--- config.mk ---
export PLATFORM = sky130hd
export DESIGN_NAME = lru_key_value_cache_top
export DESIGN_NICKNAME = d
export VERILOG_FILES = /design/src/design/lkvc_pkg.sv /design/src/design/lkvc_ctrl.sv /design/src/design/lkvc_datapath.sv /design/src/design/lru_key_value_cache_top.sv
export SDC_FILE = /design/constraint.sdc
export NUM_CORES = 2
export LEC_CHECK = 0
export ABC_AREA = 1
export ABC_CLOCK_PERIOD_IN_PS = 8100
export BUFFER_PORTS_ARGS = -buffer_cell sky130_fd_sc_hd__buf_4
export CORE_AREA = 5 5 389 391
export DETAILED_ROUTE_END_ITERATION = 8
export DIE_AREA = 0 0 394 396
export REMOVE_ABC_BUFFERS = 1
export SLEW_MARGIN = 10
export SYNTH_ARGS = -nofsm -noshare
export SYNTH_HDL_FRONTEND = slang
export SYNTH_SLANG_ARGS = --single-unit
--- constraint.sdc ---
create_clock -name i_clk -period 8.1 [get_ports i_clk]
set_clock_uncertainty 0.2 [all_clocks]
set_input_delay 0.405 -clock i_clk [delete_from_list [all_inputs] [get_ports i_clk]]
set_output_delay 0.405 -clock i_clk [all_outputs]
set_load 0.02 [all_outputs]
--- src/design/lkvc_pkg.sv ---
package lkvc_pkg;

    localparam int DATA_W      = 32;
    localparam int CAP_W       = 5;
    localparam int ENTRIES_DEF = 16;

    localparam logic [CAP_W-1:0]         CAP_RESET  = 5'd16;
    localparam logic signed [DATA_W-1:0] MISS_VALUE = {DATA_W{1'b1}};

    // commands from the controller to the datapath
    typedef struct packed {
        logic load;   // capture a new transaction
        logic look;   // key compare and victim search
        logic upd;    // state update and result
    } t_dp_cmd;

endpackage

--- src/design/lkvc_ctrl.sv ---
module lkvc_ctrl (
    input  logic              i_clk,
    input  logic              i_rst_n,
    input  logic              start,
    output logic              busy,
    output lkvc_pkg::t_dp_cmd o_cmd
);
    import lkvc_pkg::*;

    localparam logic [1:0] S_IDLE = 2'd0;
    localparam logic [1:0] S_LOOK = 2'd1;
    localparam logic [1:0] S_UPD  = 2'd2;

    logic [1:0] r_state;
    logic [1:0] n_state;
    logic       accept;

    // a new transaction may enter while the previous one is being written back
    assign busy   = (r_state == S_LOOK);
    assign accept = start && !busy;

    always_comb begin
        n_state = r_state;
        unique case (r_state)
            S_IDLE: begin
                if (accept) n_state = S_LOOK;
            end
            S_LOOK: begin
                n_state = S_UPD;
            end
            S_UPD: begin
                n_state = accept ? S_LOOK : S_IDLE;
            end
            default: begin
                n_state = S_IDLE;
            end
        endcase
    end

    always_ff @(posedge i_clk) begin
        if (!i_rst_n) begin
            r_state <= S_IDLE;
        end else begin
            r_state <= n_state;
        end
    end

    always_comb begin
        o_cmd.load = accept && i_rst_n;
        o_cmd.look = (r_state == S_LOOK);
        o_cmd.upd  = (r_state == S_UPD);
    end

endmodule

--- src/design/lkvc_datapath.sv ---
module lkvc_datapath #(
    parameter int ENTRIES = lkvc_pkg::ENTRIES_DEF
) (
    input  logic                              i_clk,
    input  logic                              i_rst_n,
    input  lkvc_pkg::t_dp_cmd                 i_cmd,
    input  logic                              i_action,
    input  logic signed [lkvc_pkg::DATA_W-1:0] i_key,
    input  logic signed [lkvc_pkg::DATA_W-1:0] i_value,
    input  logic                              i_cap_we,
    input  logic [lkvc_pkg::CAP_W-1:0]        i_cap_data,
    output logic                              o_valid,
    output logic                              o_hit,
    output logic signed [lkvc_pkg::DATA_W-1:0] o_value_out
);
    import lkvc_pkg::*;

    localparam int RW = $clog2(ENTRIES);
    localparam int CW = $clog2(ENTRIES + 1);
    localparam int EW = (CW > CAP_W) ? CW : CAP_W;

    // captured transaction
    logic                     r_action;
    logic signed [DATA_W-1:0] r_key;
    logic signed [DATA_W-1:0] r_value;

    // entry lanes; entries 0 .. count-1 are the valid ones
    logic signed [DATA_W-1:0] r_keys [ENTRIES];
    logic [RW-1:0]            r_rank [ENTRIES];
    logic signed [DATA_W-1:0] r_mem  [ENTRIES];
    logic signed [DATA_W-1:0] r_rdata;
    logic [CW-1:0]            r_count;
    logic [CAP_W-1:0]         r_cap;

    // lookup results
    logic          r_hit;
    logic [RW-1:0] r_hit_idx;
    logic [RW-1:0] r_hit_rank;
    logic          r_evict;
    logic [RW-1:0] r_vic_idx;

    // result registers
    logic                     r_out_valid;
    logic                     r_out_hit;
    logic signed [DATA_W-1:0] r_out_value;

    logic [ENTRIES-1:0] valid_vec;
    logic [ENTRIES-1:0] match_vec;
    logic               n_hit;
    logic [RW-1:0]      n_hit_idx;
    logic [RW-1:0]      n_hit_rank;
    logic [RW-1:0]      n_vic_idx;
    logic [RW-1:0]      last_rank;
    logic [EW-1:0]      eff_cap;
    logic               n_evict;
    logic [RW-1:0]      target;
    logic [RW-1:0]      thresh;
    logic               inc_all;
    logic               do_touch;
    logic               do_insert;

    assign last_rank = RW'(r_count - 1'b1);

    always_comb begin
        n_hit_idx  = '0;
        n_hit_rank = '0;
        n_vic_idx  = '0;
        for (int i = 0; i < ENTRIES; i++) begin
            valid_vec[i] = (CW'(i) < r_count);
            match_vec[i] = valid_vec[i] && (r_keys[i] == r_key);
            if (match_vec[i]) begin
                n_hit_idx  = n_hit_idx | RW'(i);
                n_hit_rank = n_hit_rank | r_rank[i];
            end
            // the least recent entry holds rank count-1
            if (valid_vec[i] && (r_rank[i] == last_rank)) begin
                n_vic_idx = n_vic_idx | RW'(i);
            end
        end
        n_hit = |match_vec;
    end

    always_comb begin
        eff_cap = EW'(r_cap);
        if (r_cap == '0) begin
            eff_cap = EW'(1);
        end else if (eff_cap > EW'(ENTRIES)) begin
            eff_cap = EW'(ENTRIES);
        end
        n_evict = (EW'(r_count) >= eff_cap) || (r_count == CW'(ENTRIES));
    end

    // write-back controls: a miss reuses the victim slot or takes slot count
    always_comb begin
        if (r_hit) begin
            target = r_hit_idx;
        end else if (r_evict) begin
            target = r_vic_idx;
        end else begin
            target = r_count[RW-1:0];
        end
        thresh    = r_hit ? r_hit_rank : last_rank;
        inc_all   = !r_hit && !r_evict;
        do_touch  = i_cmd.upd && (r_hit || r_action);
        do_insert = i_cmd.upd && r_action && !r_hit;
    end

    always_ff @(posedge i_clk) begin
        if (i_cmd.load) begin
            r_action <= i_action;
            r_key    <= i_key;
            r_value  <= i_value;
        end
        if (i_cmd.look) begin
            r_hit      <= n_hit;
            r_hit_idx  <= n_hit_idx;
            r_hit_rank <= n_hit_rank;
            r_evict    <= n_evict;
            r_vic_idx  <= n_vic_idx;
        end
        for (int i = 0; i < ENTRIES; i++) begin
            if (do_touch) begin
                if (RW'(i) == target) begin
                    r_rank[i] <= '0;
                end else if (valid_vec[i] && (inc_all || (r_rank[i] < thresh))) begin
                    r_rank[i] <= r_rank[i] + 1'b1;
                end
            end
            if (do_insert && (RW'(i) == target)) begin
                r_keys[i] <= r_key;
            end
        end
        if (i_cmd.upd) begin
            r_out_hit <= r_hit;
            if (r_action) begin
                r_out_value <= r_value;
            end else begin
                r_out_value <= r_hit ? r_rdata : MISS_VALUE;
            end
        end
    end

    // value store
    always_ff @(posedge i_clk) begin
        if (i_cmd.look) begin
            r_rdata <= r_mem[n_hit_idx];
        end
        if (i_cmd.upd && r_action) begin
            r_mem[target] <= r_value;
        end
    end

    always_ff @(posedge i_clk) begin
        if (!i_rst_n) begin
            r_count     <= '0;
            r_cap       <= CAP_RESET;
            r_out_valid <= 1'b0;
        end else begin
            if (i_cap_we) begin
                r_cap <= i_cap_data;
            end
            if (do_insert && inc_all) begin
                r_count <= r_count + 1'b1;
            end
            r_out_valid <= i_cmd.upd;
        end
    end

    assign o_valid     = r_out_valid;
    assign o_hit       = r_out_hit;
    assign o_value_out = r_out_value;

endmodule

--- src/design/lru_key_value_cache_top.sv ---
// fully associative key-value cache with least-recently-used replacement
// command channel: a transaction is taken at a rising edge with start high and
//   busy low; i_action selects get (0) or put (1), i_key and i_value carry it
// result channel: o_valid is high for exactly one cycle with o_hit and
//   o_value_out; the receiver cannot stall, so every result must be taken then
// capacity: i_cap_we with i_cap_data writes the capacity register at any edge,
//   intended only while no transaction is in flight
// timing: busy is high for the one cycle after an accepted transaction (key
//   compare across all entries and victim search); the following cycle writes
//   back recency, key and value and already accepts the next transaction
// overlap: a new transaction can be taken in the last one's write-back cycle,
//   not in its compare cycle: both use the entry registers and value store port
// result: o_valid is registered from the write-back state of the transaction
// reset: entry count cleared, capacity set to 16, no result pending; key and
//   value storage is not cleared and needs no sweep, so start is taken at once
module lru_key_value_cache_top #(
    parameter int ENTRIES = lkvc_pkg::ENTRIES_DEF
) (
    input  logic                              i_clk,
    input  logic                              i_rst_n,
    input  logic                              start,
    output logic                              busy,
    input  logic                              i_action,
    input  logic signed [lkvc_pkg::DATA_W-1:0] i_key,
    input  logic signed [lkvc_pkg::DATA_W-1:0] i_value,
    input  logic                              i_cap_we,
    input  logic [lkvc_pkg::CAP_W-1:0]        i_cap_data,
    output logic                              o_valid,
    output logic                              o_hit,
    output logic signed [lkvc_pkg::DATA_W-1:0] o_value_out
);
    import lkvc_pkg::*;

    t_dp_cmd cmd;

    lkvc_ctrl u_ctrl (
        .i_clk   (i_clk),
        .i_rst_n (i_rst_n),
        .start   (start),
        .busy    (busy),
        .o_cmd   (cmd)
    );

    lkvc_datapath #(
        .ENTRIES (ENTRIES)
    ) u_dp (
        .i_clk       (i_clk),
        .i_rst_n     (i_rst_n),
        .i_cmd       (cmd),
        .i_action    (i_action),
        .i_key       (i_key),
        .i_value     (i_value),
        .i_cap_we    (i_cap_we),
        .i_cap_data  (i_cap_data),
        .o_valid     (o_valid),
        .o_hit       (o_hit),
        .o_value_out (o_value_out)
    );

endmodule

==> results.yml <==
clock_tree:
  clock_tree_from_tritoncts: "yes"
  clk_path_buf_depth: 3
  clockRootBuffer: "sky130_fd_sc_hd__clkbuf_16"
  skew_pair_late_insertion_delay_ns: 0.78
  cts_inserted_buffers: 138
  tritoncts_num_sinks: 1245
  path_clk_slew_ns: 0.06
  htree_num_levels: 4
  setup_fix_bufs_post_cts: 0
  post_cts_resized: 0
synth:
  postSynthRegisterBits: 1245
  syn_avg_cell_area_sq_um: 10.6
  post_synth_inst_count: 5543
  synthFlopType: "sky130_fd_sc_hd__edfxtp_1"
  yosys.cell_types.count: 56
  ys_async_sr_fraction: 0
  number_of_enable_flip_flop_cells_after_synthesis: 1232
  yosys_warnings: 0
  post_synth_instance_area_sq_um: 58600
  ys_seq_area_frac: 0.636
global_route:
  antenna_found_initial: 4
  first_pass_grt_wire_length_microns: 266000
  overflow: 0
  grt_pass1_vias: 40400
  grt_util_all_layers: 0.227
  largest_net_degree_at_the_start_of_global_routing: 195
power:
  overall_power_of_the_completed_layout_mw: 13.7
  static-leakage-power_nw: 25.3
  pwr_density_cell_nw_per_um2: 206
  ir_worst_vdd_mv: 0.188
sta:
  finalSetupViolations: 0
  timing_hold_violations_final: 0
  worst_pin_slew_ns: 1.11
  finalCriticalPeriod_ns: 5.05
  postLayoutSetupSlackWorst_ns: 3.05
  timing.final.max_slew_violations: 0
  tns_ns: 0
  min_period_over_period: 0.624
  maxClockFrequency_ghz: 0.198
  maxSlewHeadroom: 0.259
  grt_setup_unrepaired: "no"
hold_path:
  min_from: "i_action"
  whs_path_depth: 2
  hold_path.class: "in -> reg"
die:
  core_sq_um: 147000
  floorplan.io_pins: 109
  fp.dieArea_sq_um: 156000
  placementRows: 141
  die_y_microns: 396
  initial_utilization: 0.398
  die_width_microns: 394
critical_path:
  critPathKind: "reg -> reg"
  req_time_crit_path_ns: 8.43
  critical_path.startpoint_type: "flop"
  worstPathMaxFanout: 34
  r2r_slack_ns: 3.05
  critical_path.startpoint: "u_dp.r_key[13]$_DFFE_PP_"
  crit_arrival_ns: 5.38
  reg2reg_depth: 17
  timing.critical_path.to_type: "flop"
  r2r-start: "u_dp.r_key[13]$_DFFE_PP_"
place:
  io_buffers: 108
  dpl-instance-area_sq_um: 61500
  dp_hpwl_microns: 105000
  dp_cells: 7456
  routabilityCongestion: 0.948
  pre_cts_ws_ns: 3.15
cells_and_area:
  post_route_cells_drive_above_1_share: 0.0863
  multi_input_comb_area_sq_um: 18500
  areaGrowthSynthToFinish_pct: 13.7
  design_area_sq_um: 66600
  final_common_cell: "sky130_fd_sc_hd__nand2_1"
  layout_common_cells: "sky130_fd_sc_hd__nand2_1, sky130_fd_sc_hd__edfxtp_1, sky130_fd_sc_hd__nand3_1"
  finish.net_count: 5894
  fillCellCount: 13700
  final-instance-count-excl-fill: 7782
  sequential_cell_area_sq_um: 37300
outcome:
  outcome: "finished, final reports clean"
routing:
  via_count: 41600
  detailedRoute.firstPassIterationCount: 6
  drc_violation_count_after_routing: 0
  routed_via_density: 5.35
  antenna_violating_nets_post_route: 0
  wirelength_microns: 181000
  drt-wirelength-per-cell_microns: 23.3
  drt-initial-drc-count: 4377
run:
  timing.max_cap.violations: 0
## synth_stat cells, types with 3 or more instances
| master | number | area [sq um] |
|---|---|---|
| sky130_fd_sc_hd__a211oi_1 | 4 | 30.0 |
| sky130_fd_sc_hd__a21oi_1 | 44 | 220 |
| sky130_fd_sc_hd__a221oi_1 | 3 | 26.3 |
| sky130_fd_sc_hd__a22o_1 | 4 | 35.0 |
| sky130_fd_sc_hd__and2_1 | 14 | 87.6 |
| sky130_fd_sc_hd__and3_1 | 6 | 37.5 |
| sky130_fd_sc_hd__buf_1 | 4 | 15.0 |
| sky130_fd_sc_hd__buf_2 | 106 | 531 |
| sky130_fd_sc_hd__buf_4 | 64 | 480 |
| sky130_fd_sc_hd__buf_6 | 19 | 214 |
| sky130_fd_sc_hd__clkbuf_1 | 35 | 131 |
| sky130_fd_sc_hd__clkinv_1 | 3 | 11.3 |
| sky130_fd_sc_hd__dfxtp_1 | 13 | 260 |
| sky130_fd_sc_hd__edfxtp_1 | 1232 | 37000 |
| sky130_fd_sc_hd__ha_1 | 72 | 901 |
| sky130_fd_sc_hd__inv_1 | 427 | 1600 |
| sky130_fd_sc_hd__inv_2 | 25 | 93.8 |
| sky130_fd_sc_hd__nand2_1 | 1549 | 5810 |
| sky130_fd_sc_hd__nand2_2 | 4 | 25.0 |
| sky130_fd_sc_hd__nand3_1 | 626 | 3130 |
| sky130_fd_sc_hd__nand3_2 | 5 | 50.1 |
| sky130_fd_sc_hd__nand3b_1 | 16 | 120 |
| sky130_fd_sc_hd__nand4_1 | 120 | 751 |
| sky130_fd_sc_hd__nor2_1 | 433 | 1630 |
| sky130_fd_sc_hd__nor2_2 | 10 | 62.6 |
| sky130_fd_sc_hd__nor2_4 | 5 | 56.3 |
| sky130_fd_sc_hd__nor2b_1 | 13 | 81.3 |
| sky130_fd_sc_hd__nor3_1 | 46 | 230 |
| sky130_fd_sc_hd__nor3b_1 | 11 | 82.6 |
| sky130_fd_sc_hd__nor4_1 | 12 | 75.1 |
| sky130_fd_sc_hd__o2111ai_1 | 6 | 52.6 |
| sky130_fd_sc_hd__o211ai_1 | 23 | 173 |
| sky130_fd_sc_hd__o21a_1 | 20 | 150 |
| sky130_fd_sc_hd__o21ai_0 | 112 | 561 |
| sky130_fd_sc_hd__o21ai_1 | 4 | 20.0 |
| sky130_fd_sc_hd__o22ai_1 | 12 | 75.1 |
| sky130_fd_sc_hd__o41ai_1 | 3 | 26.3 |
| sky130_fd_sc_hd__or2_1 | 9 | 56.3 |
| sky130_fd_sc_hd__or2_2 | 19 | 119 |
| sky130_fd_sc_hd__xnor2_1 | 268 | 2350 |
| sky130_fd_sc_hd__xor2_1 | 124 | 1090 |
## sequential cells by signal, indices dropped and copies added, names as in the netlist, 5 cells and up
register / cells
u_dp.o_value_out: 32
u_dp.r_mem: 512
u_dp.r_rdata: 32
u_dp.r_keys: 512
u_dp.r_rank: 64
u_dp.r_cap: 5
u_dp.r_value: 32
u_dp.r_count: 5
u_dp.r_key: 32
## worst paths after layout
kind,to
worst max-delay path,u_dp.r_rdata[30]$_DFFE_PP_
worst max register to register,u_dp.r_rdata[30]$_DFFE_PP_
worst min register to register,u_ctrl.r_state[0]$_SDFFE_PN0P_
worst min-delay path,u_dp.r_action$_DFFE_PP_
## layer usage
layer	vias up	part of all wire	wire, microns	global-route usage
li1	19200	-	-	-
met1	20200	0.42	75800	0.308
met2	1826	0.47	84700	0.373
met3	371	0.079	14400	0.0398
met4	0	0.034	6150	0.0760
met5	-	0	0	0
## per-stage QoR
step / utilization / hold slack, ns
finish: 0.453 / 0.144
global route: 0.453 / 0.122
CTS: 0.453 / 0.0983
detailed placement: 0.418 / 0.226
global placement: 0.418 / 0.210
floorplan: - / 0.199
## critical path, cell delays in order (launching register included)
cell,delay (ns)
sky130_fd_sc_hd__edfxtp_1,0.33
sky130_fd_sc_hd__buf_4,0.56
sky130_fd_sc_hd__inv_2,0.45
sky130_fd_sc_hd__nand2_1,0.18
sky130_fd_sc_hd__nand4_1,0.10
sky130_fd_sc_hd__nor2_1,0.14
sky130_fd_sc_hd__nand2_1,0.09
sky130_fd_sc_hd__nor2_1,0.12
sky130_fd_sc_hd__nand3_1,0.41
sky130_fd_sc_hd__nand2_1,0.30
sky130_fd_sc_hd__inv_1,0.06
sky130_fd_sc_hd__nand2_1,0.10
sky130_fd_sc_hd__inv_2,0.05
sky130_fd_sc_hd__nand3_2,0.05
sky130_fd_sc_hd__buf_4,0.57
sky130_fd_sc_hd__inv_2,0.65
sky130_fd_sc_hd__nand3_1,0.28
sky130_fd_sc_hd__nand2_1,0.07
## kinds of logic (layout without fill, tap and decap cells)
| group | Yosys count | count (layout) | synth area share |
|---|---|---|---|
| AOI/OAI and AO/OA | 245 | 245 | 0.0248 |
| xor gates and xnor gates | 392 | 392 | 0.0586 |
| adders and majority gates | 72 | 72 | 0.0154 |
| buffers and inverters | 684 | 991 | 0.0529 |
| DFF | 1245 | 1245 | 0.636 |
| muxes | 1 | 1 | 0.000171 |
| other | 0 | 2 | 0 |
| and+or+nand+nor | 2904 | 2904 | 0.213 |
## final cells by class
| type | count | share of cell area |
|---|---|---|
| Sequential cell | 1245 | 0.559 |
| Multi-Input combinational cell | 3614 | 0.278 |
| Clock buffer | 173 | 0.0554 |
| Timing Repair Buffer | 294 | 0.0366 |
| Tap cell | 1930 | 0.0362 |
| Inverter | 455 | 0.0256 |
| Clock inverter | 69 | 0.00901 |
| Antenna cell | 2 | 0.0000751 |
## where the power goes
| group | switching [mW] | internal (mW) | total [mW] |
|---|---|---|---|
| logic | 0.356 | 0.166 | 0.523 |
| registers | 0.0464 | 7.09 | 7.14 |
| clock network | 2.61 | 3.43 | 6.04 |
## what timing repair did
action	in CTS	in global routing
hold buffers	82	0
setup endpoints to repair	0	0
endpoints found under the hold margin	79	0
(Power assumes the default switching activity.)
